## config.mk

```make
export PLATFORM = sky130hd
export DESIGN_NAME = cas_ctrl
export DESIGN_NICKNAME = d
export VERILOG_FILES = /design/src/sv/cas_pkg.sv /design/src/sv/cas_ctrl.sv
export SDC_FILE = /design/constraint.sdc
export NUM_CORES = 1
export LEC_CHECK = 0
export BUFFER_PORTS_ARGS = -buffer_cell sky130_fd_sc_hd__buf_2
export CORE_MARGIN = 2
export CORE_UTILIZATION = 52
export DETAILED_ROUTE_END_ITERATION = 8
export PLACE_DENSITY = 0.82
export SLEW_MARGIN = 10
export SYNTH_ARGS = -nofsm -noshare
export SYNTH_HDL_FRONTEND = slang
export SYNTH_SLANG_ARGS = --single-unit
```

## constraint.sdc

```tcl
create_clock -name clk -period 4.95 [get_ports clk]
set_input_delay 0.99 -clock clk [delete_from_list [all_inputs] [get_ports clk]]
set_output_delay 0.99 -clock clk [all_outputs]
set_load 0.005 [all_outputs]
```

## src/sv/cas_pkg.sv

```systemverilog
// Shared constants, register codes and controller/datapath types for the sharpening block.
`default_nettype none

package cas_pkg;

  localparam int unsigned MAX_WIDTH_DEF     = 2048;
  localparam int unsigned FRACTION_BITS_DEF = 16;
  localparam int unsigned MAX_HEIGHT        = 4096;

  localparam int unsigned PIX_W      = 24;
  localparam int unsigned CH_W       = 8;
  localparam int unsigned COL_OUT_W  = 11;
  localparam int unsigned ROW_W      = 12;
  localparam int unsigned IWIDTH_W   = 12;
  localparam int unsigned IHEIGHT_W  = 13;
  localparam int unsigned SHARP_W    = 9;
  localparam int unsigned CFG_ADDR_W = 2;
  localparam int unsigned CFG_DATA_W = 13;

  localparam logic [IWIDTH_W-1:0]  WIDTH_RST  = 12'd640;
  localparam logic [IHEIGHT_W-1:0] HEIGHT_RST = 13'd480;

  // configuration register indexes
  typedef enum logic [CFG_ADDR_W-1:0] {
    REG_WIDTH  = 2'd0,
    REG_HEIGHT = 2'd1,
    REG_MODE   = 2'd2,
    REG_SHARP  = 2'd3
  } cas_reg_t;

  // operand set loaded into the shared divider
  typedef enum logic [1:0] {
    DIV_PEAK  = 2'd0,
    DIV_RATIO = 2'd1,
    DIV_QUOT  = 2'd2
  } cas_dsel_t;

  // controller -> datapath commands
  typedef struct packed {
    logic      accept;
    logic      capture;
    logic      div_start;
    cas_dsel_t dsel;
    logic      take_peak;
    logic      sqrt_start;
    logic      sqrt_zero;
    logic      mul1;
    logic      mul2;
    logic      res_zero;
    logic      take_q;
    logic      next_ch;
    logic      out_load;
    logic      slot_adv;
  } cas_cmd_t;

  // datapath -> controller status
  typedef struct packed {
    logic interior;
    logic div_done;
    logic sqrt_done;
    logic mx_zero;
    logic neg;
    logic last_ch;
    logic slot_en;
    logic slot_last;
    logic out_free;
  } cas_sts_t;

  // one 8-bit channel of a packed pixel (red low, blue high)
  function automatic logic [CH_W-1:0] chan_of(input logic [PIX_W-1:0] p, input logic [1:0] k);
    logic [CH_W-1:0] v;
    case (k)
      2'd1:    v = p[15:8];
      2'd2:    v = p[23:16];
      default: v = p[7:0];
    endcase
    return v;
  endfunction

endpackage

`default_nettype wire

```

## src/sv/cas_ctrl.sv

```systemverilog
// Sequencing state machine: accept, line read, per-channel sharpen steps, result emission.
`default_nettype none

module cas_ctrl (
  input  wire logic              clk,
  input  wire logic              rst_n,
  input  wire logic              in_valid,
  output      logic              in_ready,
  input  wire cas_pkg::cas_sts_t sts,
  output      cas_pkg::cas_cmd_t cmd
);
  import cas_pkg::*;

  typedef enum logic [10:0] {
    S_IDLE = 11'b000_0000_0001,
    S_RD   = 11'b000_0000_0010,
    S_PEAK = 11'b000_0000_0100,
    S_MM   = 11'b000_0000_1000,
    S_RAT  = 11'b000_0001_0000,
    S_SQRT = 11'b000_0010_0000,
    S_MUL1 = 11'b000_0100_0000,
    S_MUL2 = 11'b000_1000_0000,
    S_CHK  = 11'b001_0000_0000,
    S_QDIV = 11'b010_0000_0000,
    S_EMIT = 11'b100_0000_0000
  } state_t;

  state_t state_r, state_nxt;

  always_ff @(posedge clk) begin
    if (!rst_n) begin
      state_r <= S_IDLE;
    end else begin
      state_r <= state_nxt;
    end
  end

  assign in_ready = (state_r == S_IDLE);

  // next state and command decode
  always_comb begin
    cmd       = '0;
    cmd.dsel  = DIV_PEAK;
    state_nxt = state_r;
    case (state_r)
      S_IDLE: begin
        if (in_valid) begin
          cmd.accept = 1'b1;
          state_nxt  = S_RD;
        end
      end
      S_RD: begin
        cmd.capture = 1'b1;
        if (sts.interior) begin
          cmd.div_start = 1'b1;
          cmd.dsel      = DIV_PEAK;
          state_nxt     = S_PEAK;
        end else begin
          state_nxt = S_EMIT;
        end
      end
      S_PEAK: begin
        if (sts.div_done) begin
          cmd.take_peak = 1'b1;
          state_nxt     = S_MM;
        end
      end
      S_MM: begin
        if (sts.mx_zero) begin
          cmd.sqrt_start = 1'b1;
          cmd.sqrt_zero  = 1'b1;
          state_nxt      = S_SQRT;
        end else begin
          cmd.div_start = 1'b1;
          cmd.dsel      = DIV_RATIO;
          state_nxt     = S_RAT;
        end
      end
      S_RAT: begin
        if (sts.div_done) begin
          cmd.sqrt_start = 1'b1;
          state_nxt      = S_SQRT;
        end
      end
      S_SQRT: begin
        if (sts.sqrt_done) begin
          state_nxt = S_MUL1;
        end
      end
      S_MUL1: begin
        cmd.mul1  = 1'b1;
        state_nxt = S_MUL2;
      end
      S_MUL2: begin
        cmd.mul2  = 1'b1;
        state_nxt = S_CHK;
      end
      S_CHK: begin
        if (sts.neg) begin
          cmd.res_zero = 1'b1;
          if (sts.last_ch) begin
            state_nxt = S_EMIT;
          end else begin
            cmd.next_ch = 1'b1;
            state_nxt   = S_MM;
          end
        end else begin
          cmd.div_start = 1'b1;
          cmd.dsel      = DIV_QUOT;
          state_nxt     = S_QDIV;
        end
      end
      S_QDIV: begin
        if (sts.div_done) begin
          cmd.take_q = 1'b1;
          if (sts.last_ch) begin
            state_nxt = S_EMIT;
          end else begin
            cmd.next_ch = 1'b1;
            state_nxt   = S_MM;
          end
        end
      end
      S_EMIT: begin
        // walk the three result slots, skipping those not produced
        if (!sts.slot_en || sts.out_free) begin
          cmd.out_load = sts.slot_en;
          cmd.slot_adv = 1'b1;
          if (sts.slot_last) begin
            state_nxt = S_IDLE;
          end
        end
      end
      default: begin
        state_nxt = S_IDLE;
      end
    endcase
  end

endmodule

`default_nettype wire

```

# --- Word-level counts from Yosys, hierarchy flattened ---
# Cells that the tools add are included.
classes:
  eq_ne: 18
  mux: 35
  n_reduce_logical: 3
ops:
  columns: ["op", "count"]
  rows:
  - ["$pmux W11 S11", 1]
  - ["$mux W11", 10]
  - ["$ne A2 B2 Y1 const B", 7]
  - ["$mux W1", 13]
  - ["$eq A11 B1 Y1 const B", 1]
  - ["$eq A11 B10 Y1 const B", 1]
  - ["$eq A11 B11 Y1 const B", 1]
  - ["$eq A11 B2 Y1 const B", 1]
  - ["$eq A11 B3 Y1 const B", 1]
  - ["$eq A11 B4 Y1 const B", 1]
  - ["$eq A11 B5 Y1 const B", 1]
  - ["$eq A11 B6 Y1 const B", 1]
  - ["$eq A11 B7 Y1 const B", 1]
  - ["$eq A11 B8 Y1 const B", 1]
  - ["$eq A11 B9 Y1 const B", 1]
  - ["$mux W3", 3]
  - ["$pmux W3 S3", 1]
  - ["$mux W2", 4]
  - ["$reduce_and A7 Y1", 1]
  - ["$mux W6", 1]
  - ["$pmux W1 S2", 2]
  - ["$logic_not A1 Y1", 1]
  - ["$logic_or A1 B1 Y1", 1]
word_totals:
  reg_bits: 11
  input_bits: 12
  output_inout_bits: 16
  elab_cells: 57

# --- Depth between registers and ports, before layout ---
# Gate-level depths: netlist of run 1.
logic_depth:
  word_depth: 4
  depth_mapped: 7
  depth_no_buf: 5

# --- Worst setup path before layout of run 1 ---
# Ideal clock, no wire load.
synth_timing:
  path_type: "flip-flop to output port"
  from: "register state_r[6]"
  to: "output cmd[2] in the netlist's numbering"
  arrival_ps: 1898
  required_ps: 3960
  setup_slack_ps: 2062
  stages_incl_launch_ff: 8
  n_path_buf: 2
  path_cell_list: "dfxtp_1 clkbuf_2 or4_1 buf_2 or2_2 nor4b_4 and2_1 o21a_1"
synth_lines:
  columns: ["element", "line", "source"]
  rows:
  - ["from (decl)", "cas_ctrl.sv:28", "state_t state_r, state_nxt;"]
  - ["from (signal assigned)", "cas_ctrl.sv:34", "state_r <= state_nxt;"]
  - ["to (decl)", "cas_ctrl.sv:10", "output cas_pkg::cas_cmd_t cmd"]

==> metrics.yaml, run 1 <==
run_status:
  outcome: "finished clean"
layout:
  n_antenna_cell: 0
  layout.cells.non_filler: 145
  top_register: "state_r"
  largest_register_ffs: 11
  area_growth_pct: 18.7
  final_util_pct: 65.4
  postLayoutCellArea_sq_um: 985
  nets: 142
  drive_gt1_share_pct: 34.1
  reg_top3: "state_r x11"
detailed_routing:
  viasPerCell: 6.16
  drt_pass1_iterations: 4
  route.detailed.wl_per_inst_um: 14.1
  ant_nets: 0
  vias: 893
  remaining_drc_errors: 0
  drtIter0Drc: 46
  wl_mm: 2.04
synth:
  synth_edf_count: 0
  yosysMostFrequentCell: "dfxtp_1"
  postSynthCellCount: 102
  yosys_warnings: 0
  synth_commonest_cells: "dfxtp_1 (11), a21oi_1 (7), o21ai_0 (7)"
  synth_area_per_cell_sq_um: 8.13
  synth-seq-cells: 11
  syn-num-nets: 114
  synth.area.top_cells: "dfxtp_1 (27%), nor4b_1 (6.3%), nor4_1 (4.5%)"
  ys_types: 38
  ys_seq_area_share_pct: 26.5
  async_reset_ff_share_pct: 0
  synth_top_area_cell: "dfxtp_1"
  netlist.area_leader.share_pct: 26.5
  yosys_most_used_dff: "dfxtp_1"
  netlist_area_sq_um: 830
critical_path:
  max_stage_delay_ns: 0.64
  crit_path_start: "state_r[5]"
  arrival_ns: 2.32
  crit_chain: "or4_1 -> or2_2 -> nor4b_4 -> and2_1 -> o21a_1 -> buf_2"
  r2r-start: "state_r[5]"
  start_kind: "register"
  worst_ep_required_time_ns: 3.96
  worst-r2r-setup-slack_ns: 2.56
  cp_slowest_cell: "or4_1"
  critPathKind: "reg2out"
  critical_path_peak_fanout: 8
  crit_path_end_kind: "output pin"
sta:
  finalHoldViolCount: 0
  fin_crit_sh_pct: 66.9
  maxSlewViolCount: 0
  hold_ws_ns: 0.553
  layout_setup_ws_ns: 1.64
  tns_ns: 0
  min_period_ns: 3.31
  worst_pin_slew_ns: 0.674
  finalSetupViolCount: 0
  fmax_mhz: 302
  relSlewSlack_pct: 53.9
  rsz0062_at_grt: "no"
  fin_skew_ns: 0.00385
clock_network:
  cts-resized-gates: 0
  clock_sinks: 11
  post-cts-setup-buffers: 0
  cts.clk_slew.worst_paths_ns: 0.06
  clk_latency_ns: 0.26
  cts_tree: "yes"
  cts_buffer_depth: 2
  cts_buffers: 3
  h-tree-depth: 1
  cts_root_buf: "clkbuf_4"
  hold_buffers: 0
placement:
  post_dp_cell_area_sq_um: 958
  io_buffers: 27
  dp_cells: 141
  preCtsSetupSlack_ns: 1.95
  dpl.hpwl_mm: 1.63
  routabilityCongestion: 0.903
power_and_ir_drop:
  p_leak_nw: 0.449
  finalPower_mw: 0.263
  ir_worst_vdd_v: 0.000199
  power.density_nw_per_um2: 267
global_routing:
  antenna_found_initial: 0
  grt_pass1_wl_mm: 3.26
  grt_pass1_vias: 778
  track_usage_pct: 22.4
  gr-total-overflow: 0
  grt_max_degree: 10
floorplanning:
  start_util_pct: 55.1
  core_sq_um: 1510
  rows: 14
  io_pins: 28
  die_y_um: 43.9
  die_x_um: 43.9
  dieArea_sq_um: 1930
min_path:
  hp-class: "reg2reg"
  hold_start: "state_r[4]"
job:
  drv_cap: 0
[routing by layer]
layer | track usage [%] | vias to the layer above | share of wire (%)
met5 | 0 | - | 0
met4 | 7.27 | 0 | 0.59
met3 | 2.50 | 2 | 6.3
met2 | 37.6 | 41 | 46
met1 | 29.8 | 412 | 47
li1 | - | 438 | -
[report_power, final]
part	total, mW	leakage [nW]	internal [mW]	switching [mW]
clock	0.0571	0.0150	0.0311	0.0261
sequential	0.108	0.0891	0.0949	0.0127
combinational	0.0978	0.344	0.0435	0.0543
[worst max-delay path: cells and delay by family, from the launching register on]
kind                   cells  cell delay [ns]
AOI/OAI and AO/OA          1             0.12
and+or+nand+nor            4             1.47
DFF                        1             0.37
buffers and inverters      1             0.10
[cells in the final DEF (no fill, tap or decap), drive strengths merged]
master / instances
nor2: 6
and3: 3
inv: 6
nand3: 2
xor2: 2
a41oi: 1
nor3b: 1
nor3: 4
nor4: 6
or3: 2
nor4b: 7
o21ai: 7
nand2: 5
nand2b: 3
o32ai: 1
or4: 3
o21a: 2
nand3b: 1
a211oi: 1
clkbuf: 4
xnor2: 1
a21oi: 7
or4b: 3
and2: 4
dfxtp: 11
buf: 27
or2: 3
a211o: 2
a2111oi: 2
or2b: 1
or3b: 1
[kinds of logic (layout without fill, tap and decap cells)]
kind of cell | after synthesis | in the layout | share of synthesized area [%]
AND/OR/NAND/NOR | 55 | 55 | 45.4
buffers and inverters | 10 | 37 | 5.88
AO/OA/AOI/OAI | 23 | 23 | 19.0
XOR/XNOR | 3 | 3 | 3.17
flip-flops | 11 | 11 | 26.5
[final timing paths]
check	endpoint	cells past startpoint
min	state_r[4]	2
max	cmd[2]	6
min reg2reg	state_r[4]	2
max reg2reg	state_r[0]	5
[cell type report]
type / instances / area, sq um
multi-input combinational: 81 / 561
sequential: 11 / 220
tap: 16 / 20.0
clock buffer: 4 / 26.3
inverter: 6 / 22.5
fill: 124 / 522
timing repair buffer: 27 / 135
Note: power is estimated with default switching activity, not from simulation.
==> run 2: changes to the inputs <==
--- a/config.mk
+++ b/config.mk
@@ -7,9 +7,9 @@
 export LEC_CHECK = 0
 export BUFFER_PORTS_ARGS = -buffer_cell sky130_fd_sc_hd__buf_2
 export CORE_MARGIN = 2
-export CORE_UTILIZATION = 52
+export CORE_UTILIZATION = 49
 export DETAILED_ROUTE_END_ITERATION = 8
-export PLACE_DENSITY = 0.82
+export PLACE_DENSITY = 0.78
 export SLEW_MARGIN = 10
 export SYNTH_ARGS = -nofsm -noshare
 export SYNTH_HDL_FRONTEND = slang
==> constraint.sdc (replaced) <==
create_clock -name clk -period 3.13 [get_ports clk]
set_input_delay 0.626 -clock clk [delete_from_list [all_inputs] [get_ports clk]]
set_output_delay 0.626 -clock clk [all_outputs]
set_load 0.005 [all_outputs]
==> run 2 against run 1 <==
Net effect: combinational power increased by 58%; worst setup slack got worse by 1.5 ns; clock power increased by 61%; count of clock-buffer cells in the layout is the same; register-to-register slack worse by 1.9 ns; critical path type unchanged.
==> metrics.yaml, run 2 (synthesis gave the netlist of run 1 again) <==
run_status:
  outcome: "finished clean"
layout:
  area_growth_pct: 18.7
  layout_commonest_cell: "buf_2"
  n_antenna_cell: 0
  fillers: 155
  seq_area_sq_um: 220
  nets: 142
  largest_register_ffs: 11
  postLayoutCellArea_sq_um: 985
  drive_gt1_share_pct: 34.1
  top_register: "state_r"
  final_cell_mix: "buf_2 (27), dfxtp_1 (11), o21ai_0 (7), a21oi_1 (7)"
  multi_input_area_sq_um: 561
  reg_top3: "state_r x11"
critical_path:
  critical_path_peak_fanout: 7
  critPathKind: "reg2out"
  crit_cells: 6
  cp_slowest_cell: "or4_1"
  max_stage_delay_ns: 0.67
  worst_r2r_endpoint: "state_r[0]"
  worst_ep_required_time_ns: 2.50
  endpoint: "cmd[2]"
  crit_path_start: "state_r[4]"
  start_kind: "register"
  worst-r2r-setup-slack_ns: 0.71
  reg2reg_depth: 5
  crit_chain: "or4_1 -> or2_2 -> nor4b_4 -> and2_1 -> o21a_1 -> buf_2"
  crit_path_end_kind: "output pin"
  cpLargestDelayFamily: "simple AND/OR/NAND/NOR gates"
  arrival_ns: 2.34
  r2r-start: "state_r[4]"
  crit_buf_inv: 1
floorplanning:
  start_util_pct: 53.8
  io_pins: 28
  dieArea_sq_um: 2040
  die_x_um: 45.1
  core_sq_um: 1540
  die_y_um: 45.1
  rows: 14
power_and_ir_drop:
  power.density_nw_per_um2: 424
  power_switching_mw: 0.150
  ir_worst_vdd_v: 0.000281
  pwr-share-seq_pct: 40.9
  clock_power_share_pct: 22.0
  p_leak_nw: 0.449
  p_sw_share_pct: 35.8
  p_int_mw: 0.268
  p_comb_share_pct: 37.0
clock_network:
  cts_buffer_depth: 2
  cts_tree: "yes"
  cts.clk_slew.worst_paths_ns: 0.06
  post-cts-setup-buffers: 0
  h-tree-depth: 1
  hold_buffers: 0
  cts_root_buf: "clkbuf_4"
  clk_latency_ns: 0.26
  cts_buffers: 3
  cts-resized-gates: 0
  clock_sinks: 11
sta:
  finalSetupViolCount: 0
  fin_crit_sh_pct: 94.9
  rsz0062_at_grt: "no"
  min_period_ns: 2.97
  maxSlewViolCount: 0
  relSlewSlack_pct: 52.1
  fin_skew_ns: 0.00235
  finalHoldViolCount: 0
  fmax_mhz: 337
  worst_pin_slew_ns: 0.701
  tns_ns: 0
min_path:
  hp-class: "reg2reg"
  hold_start: "state_r[5]"
detailed_routing:
  wl_mm: 2.05
  drt_pass1_iterations: 4
  route.detailed.wl_per_inst_um: 14.1
  drtIter0Drc: 29
  ant_nets: 0
  viasPerCell: 6.17
  vias: 895
  remaining_drc_errors: 0
global_routing:
  track_usage_pct: 23.3
  grt_max_degree: 10
  antenna_found_initial: 0
  gr-total-overflow: 0
  grt_pass1_wl_mm: 3.44
  grt_pass1_vias: 789
placement:
  io_buffers: 27
  post_dp_cell_area_sq_um: 958
  dpl.hpwl_mm: 1.68
  routabilityCongestion: 0.859
job:
  drv_cap: 0
-- run 2: cell counts in the layout (fill, tap and decap cells not counted) --
Identical to the previous run, type by type.
-- run 2: tightest hold or removal path, delay by kind of cell (launching register included) --
family / cells / cell delay (ns)
flip-flops: 1 / 0.36
AND/OR/NAND/NOR: 2 / 0.14
-- run 2: worst min-delay path by stage --
stage	end	slack [ns]	depth (start not counted)
final	state_r[6]	0.54	2
after global routing	state_r[4]	0.57	2
after CTS	state_r[6]	0.54	2
after detailed placement	state_r[6]	0.53	2
after global placement	state_r[6]	0.52	2
after floorplan	state_r[6]	0.49	2
-- run 2: area by class of cell --
class | instances | share of cell area [%]
Inverter | 6 | 2.29
Clock buffer | 4 | 2.67
Timing Repair Buffer | 27 | 13.7
Tap cell | 16 | 2.03
Multi-Input combinational cell | 81 | 56.9
Sequential cell | 11 | 22.4
-- run 2: per-layer routing --
layer  share of wire [%]  track usage [%]  wire [um]  vias to the layer above
met1                  43             30.7        890                      402
met2                  48             38.9        974                       49
met5                   0                0          0                        -
met4                 1.8             10.6         36                        0
li1                    -                -          -                      439
met3                 7.3             1.20        149                        5
-- run 2: power groups by stage --
stage,Sequential [mW],Combinational [mW],Clock [mW]
floorplan,0.162,0.123,0
global placement,0.172,0.154,0
detailed placement,0.173,0.154,0
CTS,0.170,0.154,0.0948
global route,0.173,0.170,0.101
finish,0.171,0.155,0.0920
-- run 2: stage by stage --
stage	cells	utilization, %	hold WS (ns)	setup WS, ns	power, mW
after floorplan	102	-	0.491	0.606	0.286
after global placement	141	62.2	0.524	0.528	0.326
after detailed placement	141	62.2	0.528	0.447	0.328
after CTS	145	63.9	0.538	0.152	0.419
after global routing	145	63.9	0.574	0.0554	0.444
final	145	63.9	0.540	0.161	0.418
